===== src/sv/qrs_sqrt.sv =====
`timescale 1ns / 1ps
// qrs_sqrt: pipelined integer square root, one root bit per stage.
// Standalone; no package needed.
module qrs_sqrt #(
    parameter int RW = 33
) (
    input  logic              clk,
    input  logic              rst_n,
    input  logic              in_valid,
    input  logic [2*RW-1:0]   radicand,
    output logic              out_valid,
    output logic [RW-1:0]     root
);

    localparam int RMW = RW + 2;

    logic [2*RW-1:0] rad_s  [RW+1];
    logic [RMW-1:0]  rem_s  [RW+1];
    logic [RW-1:0]   root_s [RW+1];
    logic            v_s    [RW+1];

    // stage 0 is the input
    assign rad_s[0]  = radicand;
    assign rem_s[0]  = '0;
    assign root_s[0] = '0;
    assign v_s[0]    = in_valid;

    for (genvar k = 0; k < RW; k++) begin : g_stage
        logic [RMW-1:0]  rem_sh;
        logic [RMW-1:0]  trial;
        logic            ge;
        logic [RMW-1:0]  rem_next;
        logic [RW-1:0]   root_next;
        logic [2*RW-1:0] rad_next;
        logic [2*RW-1:0] rad_reg;
        logic [RMW-1:0]  rem_reg;
        logic [RW-1:0]   root_reg;
        logic            v_reg;

        // bring down two radicand bits, try root*4+1
        always_comb
        begin
            rem_sh    = {rem_s[k][RW-1:0], rad_s[k][2*RW-1:2*RW-2]};
            trial     = {root_s[k], 2'b01};
            ge        = (rem_sh >= trial);
            rem_next  = ge ? (rem_sh - trial) : rem_sh;
            root_next = {root_s[k][RW-2:0], ge};
            rad_next  = {rad_s[k][2*RW-3:0], 2'b00};
        end

        always_ff @(posedge clk or negedge rst_n)
        begin
            if (!rst_n)
            begin
                v_reg <= 1'b0;
            end
            else
            begin
                v_reg <= v_s[k];
            end
        end

        always_ff @(posedge clk)
        begin
            rad_reg  <= rad_next;
            rem_reg  <= rem_next;
            root_reg <= root_next;
        end

        assign rad_s[k+1]  = rad_reg;
        assign rem_s[k+1]  = rem_reg;
        assign root_s[k+1] = root_reg;
        assign v_s[k+1]    = v_reg;
    end

    assign out_valid = v_s[RW];
    assign root      = root_s[RW];

endmodule


===== config.mk =====
export PLATFORM = sky130hd
export DESIGN_NAME = qrs_sqrt
export DESIGN_NICKNAME = d
export VERILOG_FILES = /design/src/sv/qrs_sqrt.sv
export SDC_FILE = /design/constraint.sdc
export NUM_CORES = 2
export LEC_CHECK = 0
export BUFFER_PORTS_ARGS = -buffer_cell sky130_fd_sc_hd__buf_2
export CORE_MARGIN = 2
export CORE_UTILIZATION = 65
export DETAILED_ROUTE_END_ITERATION = 10
export GPL_TIMING_DRIVEN = 0
export PLACE_DENSITY = 0.82
export SYNTH_ARGS = -nofsm -noshare
export SYNTH_HDL_FRONTEND = slang
export SYNTH_SLANG_ARGS = --single-unit

===== constraint.sdc =====
create_clock -name clk -period 8.85 [get_ports clk]
set_input_delay 0.4425 -clock clk [delete_from_list [all_inputs] [get_ports clk]]
set_output_delay 0.4425 -clock clk [all_outputs]
set_load 0.05 [all_outputs]

==> flow_summary.ini <==
[yosys]
synthAdderAreaFrac_pct = 7.639
synth_common_cells = dfxtp_1, inv_1, nand2_1, ha_1, a21oi_1
synth_top_cell_by_area = dfxtp_1
synth_compound_area_share_pct = 12.81
syn_nets = 10260
seq_area_frac_synth_pct = 54.77
synth.avg_cell_area_um2 = 10.15
synth_top_family_by_area = compound AO/OA/AOI/OAI gates
synth-xor-area-share_pct = 7.207
synth_warnings = 0
synth-main-ff-cell = dfxtp_1
synthesis.area_um2 = 97460
synth.most_common_cell = dfxtp_1
async_flop_share_pct = 1.242
synth_area_leaders = dfxtp_1, ha_1, xnor2_1
synth-seq-cells = 2658
synthCells = 9600
synthSimpleGateAreaFrac_pct = 12.44
synth_mux_area_share_pct = 1.378
ys_types = 93
synth.top_cell.area_share_pct = 53.92
synth-edff-count = 0

[place]
globalplace.congestion = 0.9396
dp_slack_ns = 4.039
portBuffers = 102
placed_area_um2 = 100500
dp.cells = 11720
dp_hpwl_um = 167300

[worst_setup_path]
crit_type = reg -> reg
rr_worst_depth = 11
crit_path_start_kind = register
worstPathMaxFanout = 8
timing.rr.end = g_stage[19].rem_reg[26]$_DFF_P_
crit_top_cell = nand2_1
worstSetupEndpointType = register
cp_data_arrival_time_ns = 5.65
r2r_setup_slack_ns = 3.90
max_stage_delay_ns = 0.94
cp-startpoint = g_stage[18].root_reg[2]$_DFF_P_
path_buf_inv = 1
crit_chain = inv_1 > ha_1 > nor2_1 > a2111oi_1 > o211ai_1 > nand2_1 > o21ai_0 > o41ai_2 > nand2_1 > a2111oi_0 > xor2_1
cpLargestDelayFamily = compound AO/OA/AOI/OAI gates
endpoint = g_stage[19].rem_reg[26]$_DFF_P_
critical_path_depth = 11
r2r_start = g_stage[18].root_reg[2]$_DFF_P_
critPathSlowestCell = o41ai_2
cp.required_ns = 9.55

[min_path]
hold_path.class = in -> reg
min_path_cells = 2

[clocking]
ctsRootBufferMaster = clkbuf_16
cts_tree = yes
cts_num_sinks = 2658
cts_buffers = 237
htree_levels = 4
clockBufferDepth = 3
clkLatencyLatePin_ns = 0.87
cts_setup_buffers = 0
cts_resized = 0
clk_pin_slew_ns = 0.07

[power]
vdd_drop_max_v = 0.0002317
p_leak_nw = 51.60
cellPowerDensity_nw_per_um2 = 292.8

[sta]
finalSetupTns_ns = 0
fin_skew_ns = 0.07855
rsz0062_at_grt = no
worst_pin_slew_ns = 1.186
min_period_over_period_pct = 55.91
slew_headroom_pct = 19.90
period_minus_slack_ns = 4.948
hold_viol_final = 0
slew_violations = 0
clock.fmax_mhz = 202.1
setup_viol = 0
finalWorstSetupSlack_ns = 3.902

[final_layout]
largest_reg_flops = 1056
drive_above_1_share_pct = 6.860
syn2layout_area_growth_pct = 12.53
nFillCells = 10220
finalInstanceArea_um2 = 109700
nNetsFinal = 10680
fin_cells = 12240

[routing]
dr.first_iter.drc_count = 5496
drc = 0
dr.pass1.iters = 6
postRouteAntennaNets = 0
vias = 69850
viasPerCell = 5.708
drt-total-wl_um = 235500
wl_per_cell_um = 19.25

[outcome]
status = finished clean

[flow_run]
maxCapViolCount = 0

[floorplan]
core_um2 = 149400
rows = 142
io_pins = 103
fp.dieArea_um2 = 153100
dieHeight_um = 391.2
initial_core_util_pct = 65.23
dieWidth_um = 391.2

[global_route]
grt-ovfl-total = 0
track_usage_pct = 30.45
antenna_found_initial = 5
grt_pass1_vias = 70100
grt_pass1_wl_um = 373200
grt_start_max_net_pins = 34
## layer usage
layer  routed length, um  share of wire (%)  track usage (%)
met1              100200                 43            38.05
met2              112300                 48            52.12
met3               11730                5.0            4.285
met4               11280                4.8            14.03
met5                  41              0.017                0
## cell families after synthesis
logic type | count (synthesis)
AO/OA/AOI/OAI | 1993
XOR/XNOR | 802
adder cells (fa/ha/maj) | 595
buffers and inverters | 970
flip-flops | 2658
multiplexers | 122
other | 1
AND/OR/NAND/NOR | 2459
## worst min-delay path by stage
stage,end,start
2_1_floorplan,g_stage[0].v_reg$_DFF_PN0_,rst_n
3_3_place_gp,g_stage[13].rad_reg[29]$_DFF_P_,g_stage[12].rad_reg[27]$_DFF_P_
3_5_place_dp,g_stage[10].rad_reg[47]$_DFF_P_,g_stage[9].rad_reg[45]$_DFF_P_
4_1_cts,g_stage[0].rad_reg[55]$_DFF_P_,radicand[53]
5_1_grt,g_stage[0].rad_reg[53]$_DFF_P_,radicand[51]
6_report,g_stage[0].rad_reg[2]$_DFF_P_,radicand[0]
## placed cells by master, fill, tap and decap left out, types with 52 or more instances in the layout
master         instances
a211oi_1              54
a21o_1               256
a21oi_1              555
a31oi_1               58
and3_1                52
buf_2                113
clkbuf_1             206
clkbuf_16            238
clkinv_2              54
dfxtp_1             2625
dlygate4sd3_1         69
ha_1                 595
inv_1                770
mux2_2                97
nand2_1              703
nand2b_1             125
nand3_1              154
nand4_1              115
nor2_1               550
nor2b_1               81
nor3_1               217
nor4_1               125
o21a_1               121
o21ai_0              544
o21bai_1              53
o31ai_1               75
or3_1                 85
or4_1                 53
xnor2_1              429
xor2_1               373
## stage by stage
step | util, % | total power [W] | hold slack (ns)
6_report | 73.40 | 0.03211 | 0.1888
5_1_grt | 73.40 | 0.03351 | 0.1682
4_1_cts | 73.39 | 0.03213 | 0.1403
3_5_place_dp | 67.26 | 0.02124 | 0.3121
3_3_place_gp | 67.25 | 0.02107 | 0.3095
2_1_floorplan | - | 0.01941 | 0.1469
## worst register-to-register path: cells and delay by family (launching register included)
family                   cells  cell delay [ns]
adder cells (fa/ha/maj)      1             0.45
buffers and inverters        1             0.13
XOR/XNOR                     1             0.14
AND/OR/NAND/NOR              3             0.76
flip-flops                   1             0.50
AO/OA/AOI/OAI                5             2.80
## repair_timing
action | CTS | global route
hold buffers | 69 | 0
hold endpoints to repair | 101 | 0
setup endpoints to repair | 0 | 0
## power by group
part	switching (W)	leakage, nW	internal (W)
logic	0.00335	25.1	0.00247
clock network	0.00461	4.12	0.00620
registers	0.00156	22.4	0.0139
total	0.00952	51.6	0.0226
## layout make-up
cell class / instances / area (um^2) / area share (%)
buffer: 196 / 754.5 / 0.6879
inverter: 774 / 2905 / 2.649
tap: 2016 / 2522 / 2.300
clock buffer: 321 / 6758 / 6.162
multi-input combinational: 5972 / 40430 / 36.86
timing repair buffer: 172 / 1206 / 1.100
clock inverter: 126 / 1717 / 1.565
antenna: 1 / 2.502 / 0.002282
sequential: 2658 / 53380 / 48.67
(Power assumes the default switching activity.)
